[src/rtl/core/gzrp_pkg.sv]
// ----------------------------------------------------------------------------
// gzrp_pkg: shared definitions for the gaze region run packetizer
// Widths, register indexes, controller states and the command and status
// structures that pass between the controller and the datapath.
// ----------------------------------------------------------------------------
package gzrp_pkg;

  localparam int DEF_TUPLES_PER_PACKET = 20;
  localparam int DEF_MAX_REGIONS       = 6;
  localparam int NUM_RECTS             = 6;

  localparam int COORD_W    = 16;
  localparam int TIME_W     = 31;
  localparam int REGION_W   = 3;
  localparam int END_W      = 32;
  localparam int INTERVAL_W = 16;
  localparam int RECT_W     = 64;
  localparam int TUPLE_W    = REGION_W + TIME_W + END_W;

  localparam int S_TDATA_W  = 64;
  localparam int M_TDATA_W  = 72;

  localparam int CFG_IDX_W  = 4;
  localparam int CFG_DATA_W = 64;

  localparam logic [CFG_IDX_W-1:0] CFG_REGION_COUNT = 4'd0;
  localparam logic [CFG_IDX_W-1:0] CFG_INTERVAL     = 4'd1;
  localparam logic [CFG_IDX_W-1:0] CFG_RECT_FIRST   = 4'd2;
  localparam logic [CFG_IDX_W-1:0] CFG_RECT_LAST    = 4'd7;

  localparam logic [INTERVAL_W-1:0] INTERVAL_RESET = 16'd10;

  typedef enum logic [1:0] {
    ST_IDLE,
    ST_EVAL,
    ST_READ,
    ST_SEND
  } gzrp_state_e;

  typedef struct packed {
    logic capture;
    logic eval;
    logic read;
    logic advance;
  } gzrp_cmd_t;

  typedef struct packed {
    logic fill_done;
    logic last_beat;
  } gzrp_sts_t;

endpackage

[src/rtl/core/gaze_roi_run_packetizer_top.sv]
// ----------------------------------------------------------------------------
// gaze_roi_run_packetizer_top: gaze region run packetizer
// Matches gaze samples to rectangles, merges runs into tuples and sends
// full packets of tuples on an output stream.
// ----------------------------------------------------------------------------
// Usage:
// Samples enter on the s_axis stream, one per beat. Each is tested against
// the configured rectangles; the first one that holds the point gives the
// region. Unmatched samples are dropped. Matched samples either extend the
// current run or open a new tuple in a store of TUPLES_PER_PACKET entries.
// An accepted sample is captured, then matched and written to the store;
// no sample is accepted while that match and store update is under way.
// When the store fills, the whole packet goes out on m_axis, one tuple per
// beat, tlast on the final beat. Each beat is a read of the store memory
// followed by the beat itself, which waits while m_axis stalls; no sample
// is accepted until the packet is gone.
// Configuration is written through cfg_we_i/cfg_idx_i/cfg_data_i while idle.
// Reset empties the store and restores the register defaults.
// ----------------------------------------------------------------------------
module gaze_roi_run_packetizer_top
  import gzrp_pkg::*;
#(
  parameter int TUPLES_PER_PACKET = DEF_TUPLES_PER_PACKET,
  parameter int MAX_REGIONS       = DEF_MAX_REGIONS
) (
  input  logic                  clk_i,
  input  logic                  rst_ni,
  input  logic                  cfg_we_i,
  input  logic [CFG_IDX_W-1:0]  cfg_idx_i,
  input  logic [CFG_DATA_W-1:0] cfg_data_i,
  input  logic                  s_axis_tvalid,
  output logic                  s_axis_tready,
  // Fields from bit 0: gaze_x[15:0], gaze_y[31:16], sample_time[62:32], zero.
  input  logic [S_TDATA_W-1:0]  s_axis_tdata,
  output logic                  m_axis_tvalid,
  input  logic                  m_axis_tready,
  // Fields from bit 0: region_index[2:0], start_ms[33:3], end_ms[65:34], zeros.
  output logic [M_TDATA_W-1:0]  m_axis_tdata,
  output logic                  m_axis_tlast
);

  gzrp_cmd_t cmd;
  gzrp_sts_t sts;

  gzrp_ctrl u_ctrl (
    .clk_i       (clk_i),
    .rst_ni      (rst_ni),
    .in_valid_i  (s_axis_tvalid),
    .in_ready_o  (s_axis_tready),
    .out_valid_o (m_axis_tvalid),
    .out_ready_i (m_axis_tready),
    .sts_i       (sts),
    .cmd_o       (cmd)
  );

  gzrp_datapath #(
    .TUPLES_PER_PACKET (TUPLES_PER_PACKET),
    .MAX_REGIONS       (MAX_REGIONS)
  ) u_datapath (
    .clk_i      (clk_i),
    .rst_ni     (rst_ni),
    .cfg_we_i   (cfg_we_i),
    .cfg_idx_i  (cfg_idx_i),
    .cfg_data_i (cfg_data_i),
    .in_data_i  (s_axis_tdata),
    .cmd_i      (cmd),
    .sts_o      (sts),
    .out_data_o (m_axis_tdata),
    .out_last_o (m_axis_tlast)
  );

endmodule

[src/rtl/core/gzrp_ram.sv]
// ----------------------------------------------------------------------------
// gzrp_ram: generic single-port-write, single-port-read RAM
// One write and one registered read per cycle. Contents are not reset.
// ----------------------------------------------------------------------------
module gzrp_ram #(
  parameter int WIDTH = 8,
  parameter int DEPTH = 16,
  parameter int AW    = (DEPTH > 1) ? $clog2(DEPTH) : 1
) (
  input  logic             clk_i,
  input  logic             we_i,
  input  logic [AW-1:0]    waddr_i,
  input  logic [WIDTH-1:0] wdata_i,
  input  logic             re_i,
  input  logic [AW-1:0]    raddr_i,
  output logic [WIDTH-1:0] rdata_o
);

  logic [WIDTH-1:0] mem_q [DEPTH];
  logic [WIDTH-1:0] rdata_q;

  always_ff @(posedge clk_i) begin
    if (we_i) begin
      mem_q[waddr_i] <= wdata_i;
    end
    if (re_i) begin
      rdata_q <= mem_q[raddr_i];
    end
  end

  assign rdata_o = rdata_q;

endmodule

[src/rtl/core/gzrp_ctrl.sv]
// ----------------------------------------------------------------------------
// gzrp_ctrl: sequencing state machine
// Accepts one sample, evaluates it, and when the store is full walks the
// stored tuples out one beat at a time.
// ----------------------------------------------------------------------------
module gzrp_ctrl
  import gzrp_pkg::*;
(
  input  logic      clk_i,
  input  logic      rst_ni,
  input  logic      in_valid_i,
  output logic      in_ready_o,
  output logic      out_valid_o,
  input  logic      out_ready_i,
  input  gzrp_sts_t sts_i,
  output gzrp_cmd_t cmd_o
);

  gzrp_state_e state_q, state_d;

  always_ff @(posedge clk_i or negedge rst_ni) begin
    if (!rst_ni) begin
      state_q <= ST_IDLE;
    end else begin
      state_q <= state_d;
    end
  end

  always_comb begin
    state_d = state_q;
    case (state_q)
      ST_IDLE: begin
        if (in_valid_i) state_d = ST_EVAL;
      end
      ST_EVAL: begin
        state_d = sts_i.fill_done ? ST_READ : ST_IDLE;
      end
      ST_READ: begin
        state_d = ST_SEND;
      end
      ST_SEND: begin
        if (out_ready_i) state_d = sts_i.last_beat ? ST_IDLE : ST_READ;
      end
      default: state_d = ST_IDLE;
    endcase
  end

  always_comb begin
    in_ready_o    = 1'b0;
    out_valid_o   = 1'b0;
    cmd_o         = '0;
    case (state_q)
      ST_IDLE: begin
        in_ready_o    = 1'b1;
        cmd_o.capture = in_valid_i;
      end
      ST_EVAL: begin
        cmd_o.eval = 1'b1;
      end
      ST_READ: begin
        cmd_o.read = 1'b1;
      end
      ST_SEND: begin
        out_valid_o   = 1'b1;
        cmd_o.advance = out_ready_i;
      end
      default: begin
        in_ready_o = 1'b0;
      end
    endcase
  end

endmodule

[src/rtl/core/gzrp_datapath.sv]
// ----------------------------------------------------------------------------
// gzrp_datapath: region match, run merge and tuple store
// Holds the configuration registers, the captured sample, the last tuple,
// the tuple store and the read pointer for packet output.
// ----------------------------------------------------------------------------
module gzrp_datapath
  import gzrp_pkg::*;
#(
  parameter int TUPLES_PER_PACKET = DEF_TUPLES_PER_PACKET,
  parameter int MAX_REGIONS       = DEF_MAX_REGIONS
) (
  input  logic                  clk_i,
  input  logic                  rst_ni,
  input  logic                  cfg_we_i,
  input  logic [CFG_IDX_W-1:0]  cfg_idx_i,
  input  logic [CFG_DATA_W-1:0] cfg_data_i,
  input  logic [S_TDATA_W-1:0]  in_data_i,
  input  gzrp_cmd_t             cmd_i,
  output gzrp_sts_t             sts_o,
  output logic [M_TDATA_W-1:0]  out_data_o,
  output logic                  out_last_o
);

  localparam int AW = (TUPLES_PER_PACKET > 1) ? $clog2(TUPLES_PER_PACKET) : 1;
  localparam int CW = $clog2(TUPLES_PER_PACKET + 1);
  localparam logic [CW-1:0] LAST_IDX = CW'(TUPLES_PER_PACKET - 1);
  localparam logic [REGION_W-1:0] MAX_REG = REGION_W'(MAX_REGIONS);

  function automatic logic in_rect(logic [RECT_W-1:0] b, logic [COORD_W-1:0] x,
                                   logic [COORD_W-1:0] y);
    return (x >= b[15:0]) && (x <= b[47:32]) && (y >= b[31:16]) && (y <= b[63:48]);
  endfunction

  logic [REGION_W-1:0]   region_count_q;
  logic [INTERVAL_W-1:0] interval_q;
  logic [RECT_W-1:0]     rect_q [NUM_RECTS];

  logic [COORD_W-1:0]    x_q, y_q;
  logic [TIME_W-1:0]     t_q;

  logic [REGION_W-1:0]   last_region_q, last_region_d;
  logic [TIME_W-1:0]     last_start_q, last_start_d;
  logic [END_W-1:0]      last_end_q, last_end_d;
  logic [CW-1:0]         count_q, count_d;
  logic [CW-1:0]         rd_ptr_q, rd_ptr_d;

  logic [REGION_W-1:0]   n_eff;
  logic [REGION_W-1:0]   region;
  logic                  hit, merge, wr_en;
  logic                  fill_done, last_beat;
  logic [END_W-1:0]      new_end;
  logic [CW-1:0]         wr_idx;
  logic [TUPLE_W-1:0]    wr_data, rd_data;

  // Configuration registers.
  always_ff @(posedge clk_i or negedge rst_ni) begin
    if (!rst_ni) begin
      region_count_q <= '0;
      interval_q     <= INTERVAL_RESET;
      for (int i = 0; i < NUM_RECTS; i++) rect_q[i] <= '0;
    end else if (cfg_we_i) begin
      if (cfg_idx_i == CFG_REGION_COUNT) begin
        region_count_q <= cfg_data_i[REGION_W-1:0];
      end else if (cfg_idx_i == CFG_INTERVAL) begin
        interval_q <= cfg_data_i[INTERVAL_W-1:0];
      end else if (cfg_idx_i >= CFG_RECT_FIRST && cfg_idx_i <= CFG_RECT_LAST) begin
        for (int i = 0; i < NUM_RECTS; i++) begin
          if (cfg_idx_i == CFG_RECT_FIRST + CFG_IDX_W'(i)) rect_q[i] <= cfg_data_i;
        end
      end
    end
  end

  // Sample capture.
  always_ff @(posedge clk_i) begin
    if (cmd_i.capture) begin
      x_q <= in_data_i[15:0];
      y_q <= in_data_i[31:16];
      t_q <= in_data_i[62:32];
    end
  end

  // Region match: the lowest matching rectangle wins.
  always_comb begin
    n_eff  = (region_count_q > MAX_REG) ? MAX_REG : region_count_q;
    region = '0;
    for (int r = MAX_REGIONS - 1; r >= 0; r--) begin
      if (REGION_W'(r) < n_eff && in_rect(rect_q[r], x_q, y_q)) region = REGION_W'(r + 1);
    end
  end

  always_comb begin
    hit     = (region != '0);
    new_end = {1'b0, t_q} + {{(END_W-INTERVAL_W){1'b0}}, interval_q};
    merge   = (count_q != '0) && (region == last_region_q) && ({1'b0, t_q} <= last_end_q);
    wr_en   = cmd_i.eval && hit;
    wr_idx  = merge ? (count_q - CW'(1)) : count_q;

    last_region_d = last_region_q;
    last_start_d  = last_start_q;
    last_end_d    = last_end_q;
    count_d       = count_q;
    fill_done     = 1'b0;
    if (wr_en) begin
      last_end_d = new_end;
      if (!merge) begin
        last_region_d = region;
        last_start_d  = t_q;
        if (count_q == LAST_IDX) begin
          count_d   = '0;
          fill_done = 1'b1;
        end else begin
          count_d = count_q + CW'(1);
        end
      end
    end
    wr_data = {last_end_d, last_start_d, last_region_d};
  end

  always_ff @(posedge clk_i) begin
    last_region_q <= last_region_d;
    last_start_q  <= last_start_d;
    last_end_q    <= last_end_d;
  end

  always_ff @(posedge clk_i or negedge rst_ni) begin
    if (!rst_ni) begin
      count_q  <= '0;
      rd_ptr_q <= '0;
    end else begin
      count_q  <= count_d;
      rd_ptr_q <= rd_ptr_d;
    end
  end

  assign last_beat = (rd_ptr_q == LAST_IDX);

  always_comb begin
    rd_ptr_d = rd_ptr_q;
    if (cmd_i.advance) begin
      rd_ptr_d = last_beat ? '0 : (rd_ptr_q + CW'(1));
    end
  end

  assign sts_o = '{fill_done: fill_done, last_beat: last_beat};

  gzrp_ram #(
    .WIDTH (TUPLE_W),
    .DEPTH (TUPLES_PER_PACKET)
  ) u_store (
    .clk_i   (clk_i),
    .we_i    (wr_en),
    .waddr_i (wr_idx[AW-1:0]),
    .wdata_i (wr_data),
    .re_i    (cmd_i.read),
    .raddr_i (rd_ptr_q[AW-1:0]),
    .rdata_o (rd_data)
  );

  assign out_data_o = {{(M_TDATA_W-TUPLE_W){1'b0}}, rd_data};
  assign out_last_o = last_beat;

endmodule

[config.mk]
export PLATFORM = sky130hd
export DESIGN_NAME = gaze_roi_run_packetizer_top
export DESIGN_NICKNAME = d
export VERILOG_FILES = /design/src/rtl/core/gzrp_pkg.sv /design/src/rtl/core/gaze_roi_run_packetizer_top.sv /design/src/rtl/core/gzrp_ram.sv /design/src/rtl/core/gzrp_ctrl.sv /design/src/rtl/core/gzrp_datapath.sv
export SDC_FILE = /design/constraint.sdc
export NUM_CORES = 2
export LEC_CHECK = 0
export BUFFER_PORTS_ARGS = -buffer_cell sky130_fd_sc_hd__buf_2
export CORE_MARGIN = 3
export CORE_UTILIZATION = 62
export CTS_CLUSTER_DIAMETER = 200
export DETAILED_ROUTE_END_ITERATION = 12
export PLACE_DENSITY = 0.79
export SYNTH_ARGS = -nofsm -noshare
export SYNTH_HDL_FRONTEND = slang
export SYNTH_SLANG_ARGS = --single-unit
[constraint.sdc]
create_clock -name clk_i -period 13 [get_ports clk_i]
set_input_delay 1.3 -clock clk_i [delete_from_list [all_inputs] [get_ports clk_i]]
set_output_delay 1.3 -clock clk_i [all_outputs]
set_load 0.01 [all_outputs]
# ---- Word-level counts from Yosys, hierarchy flattened
# Memories as Yosys holds them, arrays and structs flattened. A register that Yosys moved wholly into a read port is not among the register bits.
# Index checks and enable logic that the tools add are counted.
# W data, S select, Z words.
dict set report word_totals {
  out_inout_bits 75
  input_bits 137
  ram_bits 1320
  n_memories 1
  regBits 544
  wordCells 147
}
dict set report op_classes {
  n_addsub 4
  bitwise_logic 3
  mux 31
  n_eq_ne 15
  n_lt_le_gt_ge 34
  n_reduce_logical 42
}
# memory words word_bits read_ports rd_clocked_by_memory_dff write_ports line_no
set memory_table {}
lappend memory_table {u_datapath.u_store.mem_q 20 66 1 1 1 gzrp_ram.sv:19} ;# logic [WIDTH-1:0] mem_q [DEPTH];
# op count
set op_table {}
lappend op_table {{$ge A16 B16 Y1} 12}
lappend op_table {{$le A16 B16 Y1} 12}
lappend op_table {{$mux W31} 2}
lappend op_table {{$add A31 B16 Y32} 1}
lappend op_table {{$le A31 B32 Y1} 1}
lappend op_table {{$mux W32} 1}
lappend op_table {{$reduce_and A5 Y1} 6}
lappend op_table {{$logic_and A1 B1 Y1} 28}
lappend op_table {{$mux W3} 9}
lappend op_table {{$eq A4 B3 Y1 const B} 4}
lappend op_table {{$mux W5} 3}
lappend op_table {{$mux W1} 11}
lappend op_table {{$add A5 B1 Y5 const B} 2}
lappend op_table {{$eq A5 B5 Y1 const B} 2}
lappend op_table {{$eq A4 B2 Y1 const B} 2}
lappend op_table {{$mux W2} 4}
lappend op_table {{$pmux W2 S4} 1}
lappend op_table {{$lt A1 B3 Y1 const A} 2}
lappend op_table {{$lt A2 B3 Y1 const A} 2}
lappend op_table {{$lt A3 B3 Y1 const A} 2}
lappend op_table {{$reduce_and A2 Y1} 3}
lappend op_table {{$reduce_bool A5 Y1} 1}
lappend op_table {{$sub A5 B1 Y5 const B} 1}
lappend op_table {{$eq A2 B2 Y1 const B} 2}
lappend op_table {{other kinds (12)} 15}

# ---- Logic depth before layout (Yosys ltp)
dict set report logic_depth {
  depth_word 18
  depth_mapped 16
  ltp_nobuf 15
}

# ---- Hierarchy
# Synthesis repeated with hierarchy kept, for this count alone.
dict set report hier_totals {
  hier_cells 5868
  hier_area_um2 82980.8
}
# mod seq_area_each_um2 instances area_each_um2 cells_per_inst
set by_module_without_submodules {}
lappend by_module_without_submodules {gzrp_ram 41619.9 1 52620.5 2697}
lappend by_module_without_submodules {gzrp_datapath 13550.5 1 30242.8 3158}
lappend by_module_without_submodules {gzrp_ctrl 50.0 1 117.6 13}

# ---- Least setup slack after synthesis
# No wires, ideal clock.
dict set report synth_path {
  kind {register -> register}
  from {register u_datapath.x_q[1]}
  to {memory u_datapath.u_store.mem_q[9][0] in the netlist's numbering (enable)}
  t_required_ps 12412
  synth_period_minus_slack_ps 9096
  arrival_time_ps 8508
  path_stages_with_launch 15
  path_slack_ps 3904
  setup_ps 588
  path_buffers 1
  cell_sequence {edfxtp_1 -> ha_1 -> nor2b_1 -> o211ai_1 -> a2111oi_0 -> a211oi_1 -> a21oi_1 -> or4_1 -> a311oi_2 -> xnor2_1 -> a311oi_4 -> and2_2 -> buf_6 -> mux2_2 -> a211oi_1}
}
dict set report synth_between {
  elab_chain_cells 15
  word_cells_on_any_way 50
  classes_between {12 x order compare; 1 x eq/ne; 9 x mux; 28 x reduce/logical}
}
# element line_no
set synth_rtl {}
lappend synth_rtl {{start: declaration} gzrp_datapath.sv:38} ;# logic [COORD_W-1:0] x_q, y_q;
lappend synth_rtl {{start signal: assignment} gzrp_datapath.sv:77} ;# x_q <= in_data_i[15:0];
lappend synth_rtl {{$ge A16 B16 Y1 / $le A16 B16 Y1 (equally long branches)} gzrp_datapath.sv:31} ;# return (x >= b[15:0]) && (x <= b[47:32]) && (y >= b[31:16]) && (y <= b[63:48]);
lappend synth_rtl {{$logic_and A1 B1 Y1 (3 in series)} gzrp_datapath.sv:31}
lappend synth_rtl {{$logic_and A1 B1 Y1} gzrp_datapath.sv:88} ;# if (REGION_W'(r) < n_eff && in_rect(rect_q[r], x_q, y_q)) region = REGION_W'(r + 1);
lappend synth_rtl {{$mux W3 (5 in series)} gzrp_datapath.sv:88}
lappend synth_rtl {{$mux W3 (*)} gzrp_datapath.sv:88}
lappend synth_rtl {{$eq A3 B3 Y1 / $reduce_bool A3 Y1 (equally long branches)} {gzrp_datapath.sv:95, gzrp_datapath.sv:93}}
lappend synth_rtl {{$logic_and A1 B1 Y1 (on tied branches)} {gzrp_datapath.sv:95, gzrp_datapath.sv:96}}
lappend synth_rtl {{$logic_and A1 B1 Y1 / $mux W1 (equally long branches)} {gzrp_datapath.sv:95, gzrp_ram.sv:23}}
lappend synth_rtl {{$mux W5 / $mux W1 (equally long branches)} {gzrp_datapath.sv:97, gzrp_ram.sv:24}}
lappend synth_rtl {{end: declaration} gzrp_ram.sv:19}
# Mark *: on every way between the ends. The rest lies on a longest branch, timed or not.

# ---- Final worst setup path
dict set report layout_path {
  from {register u_datapath.y_q[14]}
  to {memory u_datapath.u_store.mem_q[2][10] in the netlist's numbering (enable)}
}
dict set report layout_between {
  elab_chain_cells 14
  word_cells_on_any_way 44
  classes_between {12 x order compare; 1 x eq/ne; 9 x mux; 22 x reduce/logical}
}
# element line_no
set layout_rtl {}
lappend layout_rtl {{start: declaration} gzrp_datapath.sv:38}
lappend layout_rtl {{start signal: assignment} gzrp_datapath.sv:78} ;# y_q <= in_data_i[31:16];
lappend layout_rtl {{$ge A16 B16 Y1} gzrp_datapath.sv:31}
lappend layout_rtl {{$logic_and A1 B1 Y1 (2 in series)} gzrp_datapath.sv:31}
lappend layout_rtl {{$logic_and A1 B1 Y1} gzrp_datapath.sv:88}
lappend layout_rtl {{$mux W3 (5 in series)} gzrp_datapath.sv:88}
lappend layout_rtl {{$mux W3 (*)} gzrp_datapath.sv:88}
lappend layout_rtl {{$eq A3 B3 Y1 / $reduce_bool A3 Y1 (equally long branches)} {gzrp_datapath.sv:95, gzrp_datapath.sv:93}}
lappend layout_rtl {{$logic_and A1 B1 Y1 (on tied branches)} {gzrp_datapath.sv:95, gzrp_datapath.sv:96}}
lappend layout_rtl {{$logic_and A1 B1 Y1 / $mux W1 (equally long branches)} {gzrp_datapath.sv:95, gzrp_ram.sv:23}}
lappend layout_rtl {{$mux W5 / $mux W1 (equally long branches)} {gzrp_datapath.sv:97, gzrp_ram.sv:24}}
# Marked as above.

==> flow_metrics.tcl <==
set metrics [dict create \
    clk_latency_ns 0.84 \
    slew_violations 0 \
    p_leak_nw 33.8 \
    hpwl_um 114000 \
    cpPeakStageDelay_ns 0.94 \
    die_w_um 371 \
    core_mm2 0.132 \
    met3_usage_pct 6.24 \
    whs_ns 0.423 \
    fin_crit_sh_pct 55.7 \
    r2r-end "u_datapath.u_store.mem_q[2][10]" \
    synth-edff-count 1449 \
    setup_violations 0 \
    crit_type "reg -> reg" \
    synth_cell_types 80 \
    vdd_drop_max_v 0.000173 \
    vias 46500 \
    critPathBufInv 1 \
    synth_area_leaders "edfxtp_1, dfrtp_1, mux4_2, ha_1, mux2_2" \
    fin_nets 5882 \
    yosys_warnings 0 \
    setup-tns-final_ns 0 \
    rsz0062_at_grt "no" \
    synthesis.area_mm2 0.0824 \
    drive_above_1_share_pct 23.8 \
    cp.depth 14 \
    synth_most_common_cell "edfxtp_1" \
    status "finished clean" \
    hold_class "in -> async" \
    slew_headroom_pct 7.51 \
    cp_cell_sequence "ha_1 > a21oi_1 > nand2_1 > a211o_1 > o41ai_1 > o221ai_1 > o2bb2ai_1 > and2_1 > a21oi_1 > o211ai_1 > and2_2 > mux2i_1 > and3_4 > buf_4" \
    postCtsHoldBufs 0 \
    remaining_drc_errors 0 \
    placementRows 133 \
    grt_first_pass_wirelength_um 309000 \
    synth_commonest_cells "edfxtp_1, ha_1, inv_1" \
    met2_usage_pct 51.6 \
    clock_skew_ns 0.0534 \
    max_freq_ghz 0.138 \
    worstPathRequired_ns 13.44 \
    h-tree-depth 4 \
    grt_overflow 0 \
    cp_slowest_cell "o41ai_1" \
    crit_start "u_datapath.y_q[14]" \
    port_buffers 204 \
    synth_top_area_share_pct 52.8 \
    setup.worst_path.end "u_datapath.u_store.mem_q[2][10]" \
    avgSynthCellArea_um2 16.4 \
    syn2layout_area_growth_pct 12.1 \
    cts_root_buf "clkbuf_16" \
    worst_path_most_repeated_cell "a21oi_1" \
    worst_pin_slew_ns 1.38 \
    dieArea_mm2 0.137 \
    grt_usage_pct 30.8 \
    grt-busiest-layer "met2" \
    power_density_mw_per_mm2 177 \
    cts_resized 0 \
    synth_top_area_cell "edfxtp_1" \
    synthArstFlopShare_pct 21.5 \
    path_max_fanout 38 \
    routed_wl_um 207000 \
    io_pins 212 \
    clockBufferDepth 3 \
    grt_pass1_vias 47800 \
    max_cap_viol_count 0 \
    syn_inst 5019 \
    first_pass_iters 8 \
    first_iter_violations 4761 \
    gp_congestion 0.859 \
    yosysSeqAreaShare_pct 67.0 \
    reg2reg_from "u_datapath.y_q[14]" \
    routedWlPerCell_um 28.7 \
    ys_ff_latch 1930 \
    use_met1_pct 39.5 \
    fillers 8149 \
    end_kind "flip-flop" \
    critPathLaunchType "flip-flop" \
    ant_nets 0 \
    cts.sinks 1930 \
    path_delay_family "compound AO/OA/AOI/OAI gates" \
    synth_ff_type "edfxtp_1" \
    cts_buffers 191 \
    r2r_setup_slack_ns 5.76 \
    cp.arrival_ns 7.68 \
    dieHeight_um 371 \
    post_cts_buffers 0 \
    start_util_pct 62.5 \
    min_period_ns 7.24 \
    hold_viol_final 0 \
    clk_pin_slew_ns 0.06 \
    reg2regPathDepth 14 \
    vias_per_cell 6.42 \
    grt_max_degree 164 \
    tritoncts "built" \
    antenna_found_initial 15 \
]
==> through the flow <==
step / utilization, % / area (um^2) / worst slack, ns / std cells / power (mW)
floorplan: - / 82400 / 3.90 / 5024 / 9.72
global placement: 65.1 / 85800 / 6.09 / 6871 / 10.4
detailed placement: 65.1 / 85800 / 5.99 / 6871 / 10.6
CTS: 70.0 / 92300 / 5.97 / 7228 / 16.3
global route: 70.1 / 92400 / 5.53 / 7232 / 16.9
finish: 70.1 / 92400 / 5.76 / 7237 / 16.3
==> logic make-up (layout without fill, tap and decap cells) <==
| kind of cell | count (synthesis) | in the layout | share of synthesized area [%] |
|---|---|---|---|
| compound gates | 679 | 679 | 4.91 |
| xor+xnor | 29 | 29 | 0.308 |
| fa+ha+maj | 435 | 435 | 6.61 |
| buf+inv | 609 | 1059 | 2.82 |
| flops | 1930 | 1930 | 67.0 |
| mux | 673 | 673 | 14.6 |
| other cells | 1 | 14 | 0.00455 |
| simple gates | 663 | 663 | 3.74 |
==> cell type report <==
cell class	instances	area (um^2)	share of cell area, %
Sequential cell	1930	55200	59.8
Multi-Input combinational cell	2485	25100	27.2
Clock buffer	246	5220	5.66
Tap cell	1755	2200	2.38
Timing Repair Buffer	284	1670	1.81
Inverter	418	1570	1.70
Clock inverter	111	1320	1.43
Antenna cell	8	20.0	0.0217
==> report_power, final <==
group / total (mW) / switching (mW) / leakage [nW] / internal [mW]
Combinational: 2.52 / 1.70 / 12.0 / 0.821
Clock: 5.72 / 2.41 / 3.19 / 3.31
Sequential: 8.07 / 0.234 / 18.6 / 7.84
==> how the worst min path moves through the flow <==
stage	startpoint	endpoint	slack, ns	depth (start not counted)
after floorplan	u_datapath.rect_q[193]	u_datapath.rect_q[193]	0.48	1
after global placement	u_datapath.rect_q[223]	u_datapath.rect_q[223]	0.49	1
after detailed placement	u_datapath.rect_q[228]	u_datapath.rect_q[228]	0.49	1
after CTS	rst_ni	u_datapath.rect_q[380]	0.40	1
after global routing	rst_ni	u_datapath.rect_q[382]	0.43	1
final	rst_ni	u_datapath.rect_q[380]	0.42	1
==> flip-flops by register name (all words and copies together) (netlist names) <==
signal,cells
u_datapath.x_q,16
u_datapath.rd_ptr_q,5
u_datapath.rect_q,384
u_datapath.last_end_q,32
u_datapath.interval_q,16
u_datapath.region_count_q,3
u_datapath.u_store.mem_q,1320
u_ctrl.state_q,2
u_datapath.t_q,31
u_datapath.last_start_q,31
u_datapath.count_q,5
u_datapath.last_region_q,3
u_datapath.u_store.rdata_o,66
u_datapath.y_q,16
==> layout by cell type, fill, tap and decap left out, types with 7 or more instances in the layout <==
cell	instances
o21a_1	14
clkbuf_1	38
and3_1	12
o21ai_1	14
edfxtp_1	1449
nand2_1	325
a21oi_1	129
xor2_1	16
o211ai_1	18
a211oi_1	27
nor3_1	21
a221oi_1	7
ha_1	434
nor4_1	18
buf_2	203
clkbuf_16	197
clkinv_2	41
mux2_2	272
clkinv_1	26
nand3_1	54
clkbuf_8	11
buf_4	77
clkinvlp_4	8
mux4_2	396
diode_2	8
and3_4	7
dfxtp_1	66
a2111oi_0	8
xnor2_1	13
inv_1	417
nand2b_1	9
nand4_1	59
o21ai_0	318
nor2b_1	27
nor2_1	78
dfrtp_1	408
and4_1	8
a21o_1	62
bufinv_16	23
==> layer usage <==
metal / up-vias / routed length [um]
li1: 19900 / -
met1: 23700 / 75200
met2: 2408 / 105000
met3: 521 / 17700
met4: 12 / 9710
met5: - / 79
No activity file was read; power rests on OpenSTA's default activity.
